## config.mk

```make
export PLATFORM = sky130hd
export DESIGN_NAME = sts_front
export DESIGN_NICKNAME = d
export VERILOG_FILES = /design/src/hdl/sts_pkg.sv /design/src/hdl/sts_front.sv
export SDC_FILE = /design/constraint.sdc
export NUM_CORES = 1
export LEC_CHECK = 0
export ABC_AREA = 1
export BUFFER_PORTS_ARGS = -buffer_cell sky130_fd_sc_hd__buf_4
export CAP_MARGIN = 20
export CORE_ASPECT_RATIO = 1.1
export CORE_MARGIN = 2
export CORE_UTILIZATION = 59
export CTS_BUF_LIST = sky130_fd_sc_hd__clkbuf_8
export DETAILED_ROUTE_END_ITERATION = 16
export GPL_TIMING_DRIVEN = 0
export PLACE_DENSITY = 0.81
export SETUP_SLACK_MARGIN = 0.02
export SLEW_MARGIN = 20
export SYNTH_ARGS = -nofsm -noshare
export SYNTH_HDL_FRONTEND = slang
export SYNTH_SLANG_ARGS = --single-unit
```

## constraint.sdc

```tcl
create_clock -name clk -period 0.8 [get_ports clk]
set_input_delay 0.16 -clock clk [delete_from_list [all_inputs] [get_ports clk]]
set_output_delay 0.16 -clock clk [all_outputs]
set_load 0.02 [all_outputs]
```

## src/hdl/sts_pkg.sv

```systemverilog
// shared types and constants for the sinh taylor series pipeline
// used by every module of the block; depends on nothing
`default_nettype none
package sts_pkg;
    localparam int unsigned FRAC_W   = 20;
    localparam int unsigned ARG_W    = 25;
    localparam int unsigned MAG_W    = 24;
    localparam int unsigned TOL_W    = 20;
    localparam int unsigned SUM_W    = 32;
    localparam int unsigned CNT_OUT_W = 6;
    // term magnitude stays below 512.0 for |x| up to 8.0
    localparam int unsigned TERM_W   = 29;
    localparam int unsigned X2_W     = 27;
    // term * x2 >> 20
    localparam int unsigned V_W      = 36;
    localparam int unsigned RECIP_W  = 34;
    localparam int unsigned K_W      = 15;
    localparam int unsigned CNT_W    = 7;
    localparam int unsigned MAX_TERMS_DEF = 32;
    localparam logic [MAG_W-1:0] ARG_LIMIT = MAG_W'(8388608);
    localparam logic [TOL_W-1:0] TOL_RESET = TOL_W'(1024);

    typedef struct packed {
        logic              neg;
        logic [X2_W-1:0]   x2;
        logic [TERM_W-1:0] term;
        logic [SUM_W-1:0]  sum;
        logic [CNT_W-1:0]  count;
        logic              done;
    } item_t;
endpackage
`default_nettype wire

```

## src/hdl/sts_front.sv

```systemverilog
// input stage: magnitude, clamp and x squared
// depends on sts_pkg
`default_nettype none
module sts_front (
    input  wire logic                         clk,
    input  wire logic                         rst_n,
    input  wire logic                         adv,
    input  wire logic                         in_valid,
    input  wire logic signed [sts_pkg::ARG_W-1:0] argument,
    output logic                              out_valid,
    output sts_pkg::item_t                    out_item
);
    logic                       neg;
    logic [sts_pkg::ARG_W-1:0]  raw_mag;
    logic [sts_pkg::MAG_W-1:0]  mag;
    logic [2*sts_pkg::MAG_W-1:0] sq;
    sts_pkg::item_t             item_next;
    sts_pkg::item_t             item_reg;
    logic                       valid_reg;

    always_comb
    begin
        neg     = argument[sts_pkg::ARG_W-1];
        raw_mag = neg ? (~argument + 1'b1) : argument;
        if (raw_mag > {1'b0, sts_pkg::ARG_LIMIT})
            mag = sts_pkg::ARG_LIMIT;
        else
            mag = raw_mag[sts_pkg::MAG_W-1:0];
        sq = mag * mag;
        item_next.neg   = neg;
        item_next.x2    = sq[sts_pkg::FRAC_W +: sts_pkg::X2_W];
        item_next.term  = sts_pkg::TERM_W'(mag);
        item_next.sum   = '0;
        item_next.count = '0;
        item_next.done  = 1'b0;
    end

    always_ff @(posedge clk or negedge rst_n)
    begin
        if (!rst_n)
            valid_reg <= 1'b0;
        else if (adv)
            valid_reg <= in_valid;
    end

    always_ff @(posedge clk)
    begin
        if (adv)
            item_reg <= item_next;
    end

    assign out_valid = valid_reg;
    assign out_item  = item_reg;
endmodule
`default_nettype wire

```

* Yosys cells after proc, flatten, opt, wreduce, memory -nomap -nowiden
Cells that the tools add are included.
** Word-level totals
- Bits in registers :: 53
- Input port bits :: 29
- Word-level logic and storage cells :: 10
** Operators by class
- $add $sub $neg :: 1
- $mul :: 1
- Order comparisons :: 1
- Multiplexer cells :: 2
- Bitwise gates (word level) :: 1
** Operator list (count)
- $mul A24 B24 Y47 :: 1
- $add A25 B1 Y25 const B :: 1
- $gt A25 B24 Y1 const B :: 1
- $mux W25 :: 1
- $not A25 Y25 :: 1
- $mux W24 :: 1

* Depth between registers and ports, before layout
- Word-level depth :: 6
- Mapped depth :: 47

* Least setup slack after synthesis
Ideal clock, no wire load.
- Kind :: input -> register
- Start point :: in argument[0] (netlist name)
- End point :: reg item_reg, in the netlist out_item[94], data pin
- Setup time :: 0.260 ns
- Arrival :: 7.481 ns
- Required time :: 0.540 ns
- Setup slack :: -6.941 ns
- Stages :: 44
- Cells stage by stage :: inv_2 > ha_1 > nand3_2 > nand2_1 > nand2_1 > inv_2 > nand3_1 > nand2_1 > nand2_1 > inv_2 > nand2_1 > nor2_1 > nand3_1 > nand2_4 > inv_2 > nor2_4 > inv_1 > buf_2 > (+8 left out) > fa_1 > inv_1 > fa_1 > inv_1 > fa_1 > inv_1 > fa_1 > inv_1 > ha_1 > a21o_1 > a31oi_1 > o21ai_0 > a21oi_1 > o221ai_1 > a31o_2 > nand2_1 > nand2_1 > xor2_1
** On the way
- Cells in the longest elaborated chain, start to end :: 6
** RTL lines
- from (decl) :: line sts_front.sv:9 : input wire logic signed [sts_pkg::ARG_W-1:0] argument,
- $not A25 Y25 :: line sts_front.sv:24 : raw_mag = neg ? (~argument + 1'b1) : argument;
- $add A25 B1 Y25 :: line sts_front.sv:24
- $mux W25 * :: line sts_front.sv:24
- $gt A25 B24 Y1 :: line sts_front.sv:25 : if (raw_mag > {1'b0, sts_pkg::ARG_LIMIT})
- $mux W24 * :: line sts_front.sv:25
- via mag (one bit) :: line sts_front.sv:15 : logic [sts_pkg::MAG_W-1:0] mag;
- $mul A24 B24 Y47 * :: line sts_front.sv:29 : sq = mag * mag;
- via sq (one bit) :: line sts_front.sv:16 : logic [2*sts_pkg::MAG_W-1:0] sq;
- to (signal assigned) :: line sts_front.sv:49 : item_reg <= item_next;
- to (decl) :: line sts_front.sv:18 : sts_pkg::item_t item_reg;
Mark *: on every way through the listed nets, which the timed path passes. The rest lies on a longest branch.
A chain may end at the register's enable or synchronous reset.

* Final worst setup path
- Start point :: in argument[10] (netlist name)
- End point :: reg item_reg, in the netlist out_item[94], data pin
The elaborated chain is that of the path after synthesis.

==> impl_metrics.env <==
export IMPL_start_util_pct=60.2
export IMPL_path_depth=39
export IMPL_clk_path_buf_depth=2
export IMPL_fp_dieArea_um2=33600
export IMPL_drt_first_pass_iters=6
export IMPL_post_place_cells=2829
export IMPL_hold_violations=0
export IMPL_finalNonFillerCells=2996
export IMPL_drv_cap=0
export IMPL_cts_sinks=53
export IMPL_ios=127
export IMPL_yosys_area_top_type="fa_1"
export IMPL_dpl_cell_area_um2=20800
export IMPL_synth_common_cells="inv_1 (707), fa_1 (422), nand2_1 (292)"
export IMPL_syn_avg_cell_area_um2=8.44
export IMPL_async_reset_ff_share_pct=1.89
export IMPL_drv_slew=0
export IMPL_clock_latency_ns=0.38
export IMPL_synth_enable_flop_cells=52
export IMPL_ant_nets=0
export IMPL_reg2reg_to="out_valid"
export IMPL_wire_per_inst_um=20.6
export IMPL_grt_pass1_wl_mm=93.7
export IMPL_reg2reg_depth=1
export IMPL_rsz0062_at_grt="yes"
export IMPL_netlist_area_um2=19000
export IMPL_endpoint_kind="register"
export IMPL_cp_top_family="adder cells"
export IMPL_vias=16600
export IMPL_slowest_stage="fa_2"
export IMPL_dp_hpwl_mm=46.0
export IMPL_hp_class="in2reg"
export IMPL_fin_crit_sh_pct=978
export IMPL_syn_to_final_growth_pct=27.9
export IMPL_fp_dieW_um=175
export IMPL_ys_ff_latch=53
export IMPL_worst_pin_slew_ns=0.974
export IMPL_finalCriticalPeriod_ns=7.83
export IMPL_seq_area_frac_synth_pct=8.36
export IMPL_ys_warn_count=0
export IMPL_synthTopCellsByArea="fa_1 (44%), inv_1 (14%), ha_1 (11%)"
export IMPL_crit_required_ns=0.94
export IMPL_final_layout_size_suffix_gt1_share_pct=26.3
export IMPL_vias_per_cell=5.55
export IMPL_portBuffers=81
export IMPL_grt_max_degree=54
export IMPL_antenna_found_initial=0
export IMPL_maxSlewHeadroom_pct=35.1
export IMPL_synthFlopType="edfxtp_1"
export IMPL_skew_ns=0
export IMPL_grt_usage_pct=37.3
export IMPL_remaining_drc_errors=0
export IMPL_worst_slack_ns=-7.03
export IMPL_seq_area_um2=1590
export IMPL_setup_viol=104
export IMPL_critPathCapture="out_item[94]"
export IMPL_drt_total_wl_mm=61.7
export IMPL_cts_max_level=2
export IMPL_synth_top_cell_area_share_pct=44.5
export IMPL_grt_overflow=0
export IMPL_tritoncts="built"
export IMPL_final_nets=3189
export IMPL_grt_pass1_vias=18100
export IMPL_cts_root_buf="clkbuf_8"
export IMPL_run_status="finished with violations"
export IMPL_clkTransAtPathRegs_ns=0.13
export IMPL_yosys_cell_types_count=49
export IMPL_fmaxAchievable_mhz=128
export IMPL_crit_buf_inv=9
export IMPL_n_antenna_cell=0
export IMPL_numCtsBuffers=5
export IMPL_synth_cells=2250
export IMPL_yosysMostFrequentCell="inv_1"
export IMPL_multi_input_area_um2=16300
export IMPL_slowest_delay_ns=0.61
export IMPL_routabilityCongestion=1.02
export IMPL_path_max_fanout=8
export IMPL_r2r_start="out_valid"
export IMPL_arrival_ns=7.96
export IMPL_violations="negative setup slack"
export IMPL_first_iter_violations=1608
export IMPL_startpoint="argument[10]"
export IMPL_die_y_um=192
export IMPL_reg2reg_slack_ns=0.02
export IMPL_startpoint_type="input pin"
export IMPL_core_area_um2=31600
export IMPL_num_rows=68
export IMPL_final_cell_area_um2=24300
export IMPL_fillers=2006
export IMPL_crit_type="in2reg"
[placed cells by master (no fill, tap or decap), types with 42 or more instances in the layout]
| cell | count |
|---|---|
| buf_4 | 206 |
| buf_6 | 64 |
| conb_1 | 80 |
| edfxtp_1 | 52 |
| fa_1 | 404 |
| ha_1 | 142 |
| inv_1 | 653 |
| inv_2 | 42 |
| nand2_1 | 225 |
| nand2_2 | 42 |
| nor2_1 | 174 |
| nor2_2 | 56 |
| nor2_4 | 49 |
[what timing repair did]
item / CTS / global route
setup endpoints to repair: 140 / 105
gates resized for setup: 381 / 147
buffers inserted: 118 / 37
pin swaps: 88 / 77
hold endpoints to repair: 2 / 0
gates cloned: 2 / 0
hold buffers: 2 / 0
[flip-flops by register name, summed over array words and instances, names as in the netlist]
register   count
out_item      52
out_valid      1
[layout make-up]
| type | count | area share, % |
|---|---|---|
| flip-flops and latches | 53 | 6.54 |
| plain buffers | 71 | 3.24 |
| repair buffers | 240 | 9.10 |
| inverters | 717 | 11.6 |
| clock inverters | 3 | 0.108 |
| clock buffers | 5 | 0.283 |
| multi-input cells | 1487 | 66.9 |
| well taps | 420 | 2.16 |
[through the flow]
stage / hold slack (ns) / TNS [ns] / worst slack (ns) / utilization, %
floorplan: -0.136 / -194.70 / -6.45 / -
global placement: -0.0644 / -286.06 / -8.33 / 66.0
detailed placement: -0.0622 / -289.85 / -8.39 / 66.0
CTS: 0.0663 / -219.20 / -6.71 / 74.4
global route: 0.0965 / -237.19 / -7.21 / 76.9
finish: 0.0893 / -229.87 / -7.03 / 76.9
[metal layers]
metal / global-route usage (%) / vias up / share of wire (%)
li1: - / 7047 / -
met1: 42.1 / 8177 / 33
met2: 64.3 / 1056 / 49
met3: 6.02 / 360 / 8.7
met4: 27.1 / 0 / 9.0
met5: 0 / - / 0
[cell families after synthesis]
kind of cell               after synthesis  share of synthesized area, %
xor gates and xnor gates                34                          1.61
other                                    2                        0.0396
muxes                                    2                         0.112
AOI/OAI and AO/OA                      139                          4.21
buffers and inverters                  788                          16.6
adders and majority gates              585                          55.2
and+or+nand+nor                        647                          13.8
DFF                                     53                          8.36
[how the worst min path moves through the flow]
stage,from,end,slack (ns),cells after the start
floorplan,rst_n,out_valid,-0.14,0
global route,argument[24],out_item[96],0.1,1
detailed placement,rst_n,out_valid,-0.06,1
CTS,rst_n,out_valid,0.07,2
global placement,rst_n,out_valid,-0.06,1
finish,argument[24],out_item[96],0.09,1
Power is not shown: default switching activity piles up to over one toggle a cycle in this logic, so the estimate is an artifact.
