==> src/hdl/sts_pkg.sv <==
// shared types and constants for the sinh taylor series pipeline
// used by every module of the block; depends on nothing
`default_nettype none
package sts_pkg;
    localparam int unsigned FRAC_W   = 20;
    localparam int unsigned ARG_W    = 25;
    localparam int unsigned MAG_W    = 24;
    localparam int unsigned TOL_W    = 20;
    localparam int unsigned SUM_W    = 32;
    localparam int unsigned CNT_OUT_W = 6;
    // term magnitude stays below 512.0 for |x| up to 8.0
    localparam int unsigned TERM_W   = 29;
    localparam int unsigned X2_W     = 27;
    // term * x2 >> 20
    localparam int unsigned V_W      = 36;
    localparam int unsigned RECIP_W  = 34;
    localparam int unsigned K_W      = 15;
    localparam int unsigned CNT_W    = 7;
    localparam int unsigned MAX_TERMS_DEF = 32;
    localparam logic [MAG_W-1:0] ARG_LIMIT = MAG_W'(8388608);
    localparam logic [TOL_W-1:0] TOL_RESET = TOL_W'(1024);

    typedef struct packed {
        logic              neg;
        logic [X2_W-1:0]   x2;
        logic [TERM_W-1:0] term;
        logic [SUM_W-1:0]  sum;
        logic [CNT_W-1:0]  count;
        logic              done;
    } item_t;
endpackage
`default_nettype wire

==> src/hdl/sts_term.sv <==
// one series term: add to sum, then next term = term * x2 / (k << 20), six stages
// depends on sts_pkg
`default_nettype none
module sts_term #(
    parameter int unsigned IDX = 1
) (
    input  wire logic                        clk,
    input  wire logic                        rst_n,
    input  wire logic                        adv,
    input  wire logic [sts_pkg::TOL_W-1:0]   tolerance,
    input  wire logic                        in_valid,
    input  sts_pkg::item_t                   in_item,
    output logic                             out_valid,
    output sts_pkg::item_t                   out_item
);
    localparam int unsigned K_VAL = (2 * IDX) * (2 * IDX + 1);
    localparam logic [sts_pkg::K_W-1:0] K = sts_pkg::K_W'(K_VAL);
    localparam logic [sts_pkg::RECIP_W-1:0] RECIP =
        sts_pkg::RECIP_W'((64'd1 << sts_pkg::V_W) / K_VAL);
    localparam int unsigned LO_W = 15;
    localparam int unsigned HI_W = sts_pkg::TERM_W - LO_W;
    localparam int unsigned VH_W = sts_pkg::V_W / 2;
    localparam int unsigned RH_W = sts_pkg::RECIP_W / 2;
    localparam int unsigned P_W  = sts_pkg::TERM_W + sts_pkg::X2_W;
    localparam int unsigned T_W  = sts_pkg::V_W + sts_pkg::RECIP_W;

    logic [5:0]      valid_reg;
    sts_pkg::item_t  it1_reg, it2_reg, it3_reg, it4_reg, it5_reg, it6_reg;
    sts_pkg::item_t  it1_next, it6_next;
    logic            take;
    logic [LO_W+sts_pkg::X2_W-1:0] pa_reg;
    logic [HI_W+sts_pkg::X2_W-1:0] pb_reg;
    logic [P_W-1:0]  prod_full;
    logic [sts_pkg::V_W-1:0] v2_reg, v3_reg, v4_reg, v5_reg;
    logic [VH_W+RH_W-1:0]    m0_reg, m1_reg, m2_reg, m3_reg;
    logic [T_W-1:0]          tot;
    logic [sts_pkg::TERM_W-1:0] q4_reg, q5_reg;
    logic [sts_pkg::V_W-1:0] qk5_reg;
    logic [sts_pkg::V_W-1:0] rem;
    logic [sts_pkg::TERM_W-1:0] q_fix;

    always_comb
    begin
        take     = !in_item.done && (in_item.term >= sts_pkg::TERM_W'(tolerance));
        it1_next = in_item;
        if (take)
        begin
            it1_next.sum   = in_item.sum + sts_pkg::SUM_W'(in_item.term);
            it1_next.count = in_item.count + 1'b1;
        end
        else
            it1_next.done = 1'b1;
    end

    assign prod_full = (P_W'(pb_reg) << LO_W) + P_W'(pa_reg);
    assign tot = T_W'(m0_reg) + (T_W'(m1_reg) << RH_W) + (T_W'(m2_reg) << VH_W)
               + (T_W'(m3_reg) << (VH_W + RH_W));

    always_comb
    begin
        rem      = v5_reg - qk5_reg;
        q_fix    = (rem >= sts_pkg::V_W'(K)) ? q5_reg + 1'b1 : q5_reg;
        it6_next = it5_reg;
        // finished items keep the term that fell below tolerance
        if (!it5_reg.done)
            it6_next.term = q_fix;
    end

    always_ff @(posedge clk or negedge rst_n)
    begin
        if (!rst_n)
            valid_reg <= '0;
        else if (adv)
            valid_reg <= {valid_reg[4:0], in_valid};
    end

    always_ff @(posedge clk)
    begin
        if (adv)
        begin
            it1_reg <= it1_next;
            pa_reg  <= in_item.term[LO_W-1:0] * in_item.x2;
            pb_reg  <= in_item.term[sts_pkg::TERM_W-1:LO_W] * in_item.x2;
            it2_reg <= it1_reg;
            v2_reg  <= prod_full[sts_pkg::FRAC_W +: sts_pkg::V_W];
            it3_reg <= it2_reg;
            v3_reg  <= v2_reg;
            m0_reg  <= v2_reg[VH_W-1:0] * RECIP[RH_W-1:0];
            m1_reg  <= v2_reg[VH_W-1:0] * RECIP[sts_pkg::RECIP_W-1:RH_W];
            m2_reg  <= v2_reg[sts_pkg::V_W-1:VH_W] * RECIP[RH_W-1:0];
            m3_reg  <= v2_reg[sts_pkg::V_W-1:VH_W] * RECIP[sts_pkg::RECIP_W-1:RH_W];
            it4_reg <= it3_reg;
            v4_reg  <= v3_reg;
            q4_reg  <= tot[sts_pkg::V_W +: sts_pkg::TERM_W];
            it5_reg <= it4_reg;
            v5_reg  <= v4_reg;
            q5_reg  <= q4_reg;
            qk5_reg <= sts_pkg::V_W'(q4_reg) * sts_pkg::V_W'(K);
            it6_reg <= it6_next;
        end
    end

    assign out_valid = valid_reg[5];
    assign out_item  = it6_reg;
endmodule
`default_nettype wire

==> config.mk <==
export PLATFORM = sky130hd
export DESIGN_NAME = sts_term
export DESIGN_NICKNAME = d
export VERILOG_FILES = /design/src/hdl/sts_pkg.sv /design/src/hdl/sts_term.sv
export SDC_FILE = /design/constraint.sdc
export NUM_CORES = 2
export LEC_CHECK = 0
export BUFFER_PORTS_ARGS = -buffer_cell sky130_fd_sc_hd__buf_4
export CORE_MARGIN = 2
export CORE_UTILIZATION = 30
export CTS_BUF_LIST = sky130_fd_sc_hd__clkbuf_2 sky130_fd_sc_hd__clkbuf_4 sky130_fd_sc_hd__clkbuf_8
export CTS_CLUSTER_DIAMETER = 80
export CTS_CLUSTER_SIZE = 28
export DETAILED_ROUTE_END_ITERATION = 10
export SETUP_SLACK_MARGIN = 0.15
export SLEW_MARGIN = 5
export SYNTH_ARGS = -nofsm -noshare
export SYNTH_HDL_FRONTEND = slang
export SYNTH_SLANG_ARGS = --single-unit
export TNS_END_PERCENT = 30
==> constraint.sdc <==
create_clock -name clk -period 11.7 [get_ports clk]
set_input_delay 1.17 -clock clk [delete_from_list [all_inputs] [get_ports clk]]
set_output_delay 1.17 -clock clk [all_outputs]
set_load 0.03 [all_outputs]
* Word level (Yosys, flattened, before mapping)
Cells that the tools add are included.
Word-level totals: register bits 1035, input port bits 121, output and inout port bits 98
Cells by class: add/sub/neg operators 8, multipliers 7, $lt $le $gt $ge 2, muxes and demuxes 3, reductions and logical operators 2
Operators with widths (number):
- $mul A18 B15 Y33 const B | 2
- $add A54 B65 Y65 | 1
- $mux W29 | 2
- $add A56 B42 Y56 | 1
- $add A53 B52 Y54 | 1
- $add A34 B52 Y53 | 1
- $mul A15 B27 Y42 | 1
- $mul A14 B27 Y41 | 1
- $mux W39 | 1
- $ge A36 B3 Y1 const B | 1
- $sub A36 B32 Y36 | 1
- $mul A18 B17 Y35 const B | 1
- $add A32 B29 Y32 | 1
- $mul A29 B2 Y31 const B | 1
- $mul A18 B17 Y30 const B | 1
- $add A29 B1 Y29 const B | 1
- $ge A29 B20 Y1 | 1
- $add A7 B1 Y7 const B | 1
- $logic_and A1 B1 Y1 | 1
- $logic_not A1 Y1 | 1

* Logic depth before layout (Yosys ltp)
depth after elaboration 4, gate-level depth with buffers 26, mapped depth without buffers 25

* Worst setup path before layout
Ideal clock, no wire load.
kind input -> register, from input port in_item[46] in the netlist's numbering, to register pa_reg[40] in the netlist's numbering (data pin), library setup time 0.259 ns, arrival 7.437 ns, data required time 11.441 ns, slack 4.003 ns, cell stages on the path 24, buffers on the path 2, path through clkbuf_1 > clkbuf_1 > nand2_1 > fa_1 > fa_1 > fa_1 > inv_1 > fa_1 > fa_1 > inv_1 > fa_1 > inv_1 > ha_1 > a2111oi_0 > o21ai_0 > nor3_1 > a21oi_1 > o21ai_0 > o31ai_1 > o21a_1 > o31a_1 > a21boi_0 > o21ai_0 > xnor2_1
Between the ends: word-level cells in the longest chain between the ends 1
Ends and longest elaborated chain:
- start, declared | line sts_term.sv:12 | input sts_pkg::item_t in_item,
- $mul A15 B27 Y42 | line sts_term.sv:82 | pa_reg <= in_item.term[LO_W-1:0] * in_item.x2;
- end signal, assigned | line sts_term.sv:82
- end, declared | line sts_term.sv:31 | logic [LO_W+sts_pkg::X2_W-1:0] pa_reg;
No other way between the ends. A chain may end at the register's enable or synchronous reset.

* Worst setup path in the final report
from input port in_item[81] in the netlist's numbering, to register pa_reg[40] in the netlist's numbering (data pin)
The elaborated chain is that of the path after synthesis.

==> flow_summary.yaml <==
run_status:
  status: "complete, no violations"
setup_path:
  crit_path_top_delay_cell: "fa_1"
  worstSetupPathType: "input port to flop"
  critPathBufInv: 5
  crit_path_start: "in_item[81]"
  cp.depth: 24
  worst_path_most_repeated_cell: "fa_1"
  reg2reg_from: "v2_reg[11]$_DFFE_PP_"
  start_kind: "input port"
  cp_slowest_stage_delay_ps: 530
  critPathArrivalTime_ps: 8280
  crit_fanout: 30
  cp-end-kind: "flop"
  crit_path_end: "pa_reg[40]$_DFFE_PP_"
  r2r_cells: 18
  r2r-end: "m1_reg[34]$_DFFE_PP_"
  required_ps: 12340
  crit_chain: "buf_4 -> and2_1 -> fa_1 -> inv_1 -> fa_1 -> inv_1 -> fa_1 -> fa_1 -> fa_1 -> inv_1 -> fa_1 -> inv_1 -> ha_1 -> a2111oi_0 -> o21ai_0 -> nor3_1 -> a21oi_1 -> o21ai_0 -> o31ai_1 -> o21a_1 -> o31a_1 -> a21boi_0 -> o21ai_0 -> xnor2_1"
  critPathTopFamily: "adder cells"
  reg2reg_setup_slack_ps: 4280
timing:
  clock.fmax_ghz: 0.131
  finalMaxSlewViolations: 0
  fin_crit_ps: 7630
  slew_headroom_pct: 25.8
  tns_ps: 0
  tightest_slew_ps: 1110
  hold_viol_final: 0
  setup_viol: 0
  fin_worst_skew_ps: 68.0
  holdWs_ps: 384
  rsz0062_at_grt: "no"
  finalCritPeriodShare_pct: 65.2
routing:
  post_drt_wl_per_cell_um: 18.4
  dr.pass1.iters: 6
  wirelength_um: 189000
  vias: 48700
  drtIter0Drc: 3113
  drc: 0
  vias_per_cell: 4.73
  drtAntennaViolNets: 0
final_layout:
  finalNetCount: 8552
  n_fill_cell: 25700
  area.sequential_um2: 29800
  final_util_pct: 32.9
  drive_gt1_share_pct: 5.93
  syn_to_final_growth_pct: 9.23
  multi_input_area_um2: 42900
floorplan:
  die_x_um: 514
  die_h_um: 514
  top_level_ports: 219
  core_um2: 259000
  rows: 187
  dieArea_um2: 264000
  initial_utilization_pct: 30.1
synth:
  yosysMostFrequentCell: "inv_1"
  synth.area.top_cells: "edfxtp_1 38%, fa_1 23%, ha_1 11%"
  syn_area_um2: 78000
  syn-num-nets: 8456
  yosys_warnings: 0
  syn_area_per_cell_um2: 11.6
  synth-main-ff-cell: "edfxtp_1"
  synth_largest_area_cell: "edfxtp_1"
  seq_area_frac_synth_pct: 38.2
  synthArstFlopShare_pct: 0.604
  netlist.area_leader.share_pct: 38.0
  synth_edf_count: 987
  synth-seq-cells: 993
  synthDistinctLibCells: 91
  syn_inst: 6723
  ys_top_cells_by_count: "1,185 x inv_1, 987 x edfxtp_1, 895 x fa_1"
cts:
  cts_max_level: 3
  clk_latency_ps: 880
  cts_tree: "built"
  cts.clk_slew.worst_paths_ps: 160
  clk_path_buf_depth: 3
  post_cts_buffers: 0
  cts_root_buf: "clkbuf_8"
  cts_buffers: 72
  cts_num_sinks: 993
hold_path:
  hold_path_depth: 0
  hp-class: "flop to flop"
job:
  cap_violations: 0
grt:
  grt.overflow.total: 0
  grt_start_max_net_pins: 194
  grt_antenna_before_repair: 18
  grt_util_all_layers_pct: 14.3
  grt_pass1_wl_um: 296000
  grt_pass1_vias: 51400
placed_design:
  dp_hpwl_um: 147000
  gp_congestion: 0.897
  io_buffers: 218
[layout make-up]
type,instances,share of cell area (%)
sequential,993,35.0
clock inverter,56,1.13
multi-input combinational,4332,50.4
timing repair buffer,234,2.10
tap,3402,5.00
clock buffer,74,1.18
antenna,6,0.0176
inverter,1186,5.22
[metal layers]
metal | wire length (um) | GRT usage, % | vias up
met5 | 144 | 0 | -
met3 | 10400 | 2.16 | 261
met2 | 91600 | 24.3 | 1232
li1 | - | - | 22400
met4 | 5130 | 4.01 | 24
met1 | 82200 | 19.0 | 24700
[placed cells by master, fill, tap and decap left out, drive strengths merged, types with 19 or more instances in the layout]
master  Yosys  layout
o21bai     30      30
o211ai     21      21
inv      1186    1214
clkbuf    193      74
xnor2     188     188
xor2       81      81
edfxtp    987     987
nand2b     36      36
nor2b      63      63
o21a       54      54
clkinv      0      23
nand3      91      91
or3        19      19
and2      401     401
nor3       74      74
buf        19     233
o21ai     149     149
nand2     592     592
nand4      41      41
nor2      188     188
a211oi     24      24
and3       37      37
a21o       96      96
nor4       22      22
a21oi     218     218
fa        895     895
a31oi      19      19
ha        717     717
[what timing repair did]
item	CTS	global route
resized for setup	0	0
endpoints found under the hold margin	6	0
hold buffers	1	0
[cell families after synthesis]
family / synth area share [%]
simple gates: 10.4
fa+ha+maj: 34.5
buf+inv: 6.77
flops: 38.2
compound gates: 6.77
xor+xnor: 3.02
mux: 0.338
[how the worst min path moves through the flow]
stage,startpoint,end
finish,it2_reg[2]$_DFFE_PP_,it3_reg[2]$_DFFE_PP_
global route,v4_reg[26]$_DFFE_PP_,v5_reg[26]$_DFFE_PP_
CTS,v4_reg[26]$_DFFE_PP_,v5_reg[26]$_DFFE_PP_
detailed placement,it1_reg[34]$_DFFE_PP_,it2_reg[34]$_DFFE_PP_
global placement,it2_reg[5]$_DFFE_PP_,it3_reg[5]$_DFFE_PP_
floorplan,it1_reg[0]$_SDFFCE_PN1P_,it2_reg[0]$_DFFE_PP_
[through the flow]
step           setup WS, ps  cell area [um^2]  cells
3_3_place_gp           3120             83200  10100
3_5_place_dp           3140             83200  10100
5_1_grt                3560             85200  10300
2_1_floorplan          4000             78000   6723
4_1_cts                4170             85200  10300
6_report               4070             85200  10300
Power is left out: the tool's default activity adds up to more than one toggle a clock period on the data nets, which glitch-free logic cannot reach.
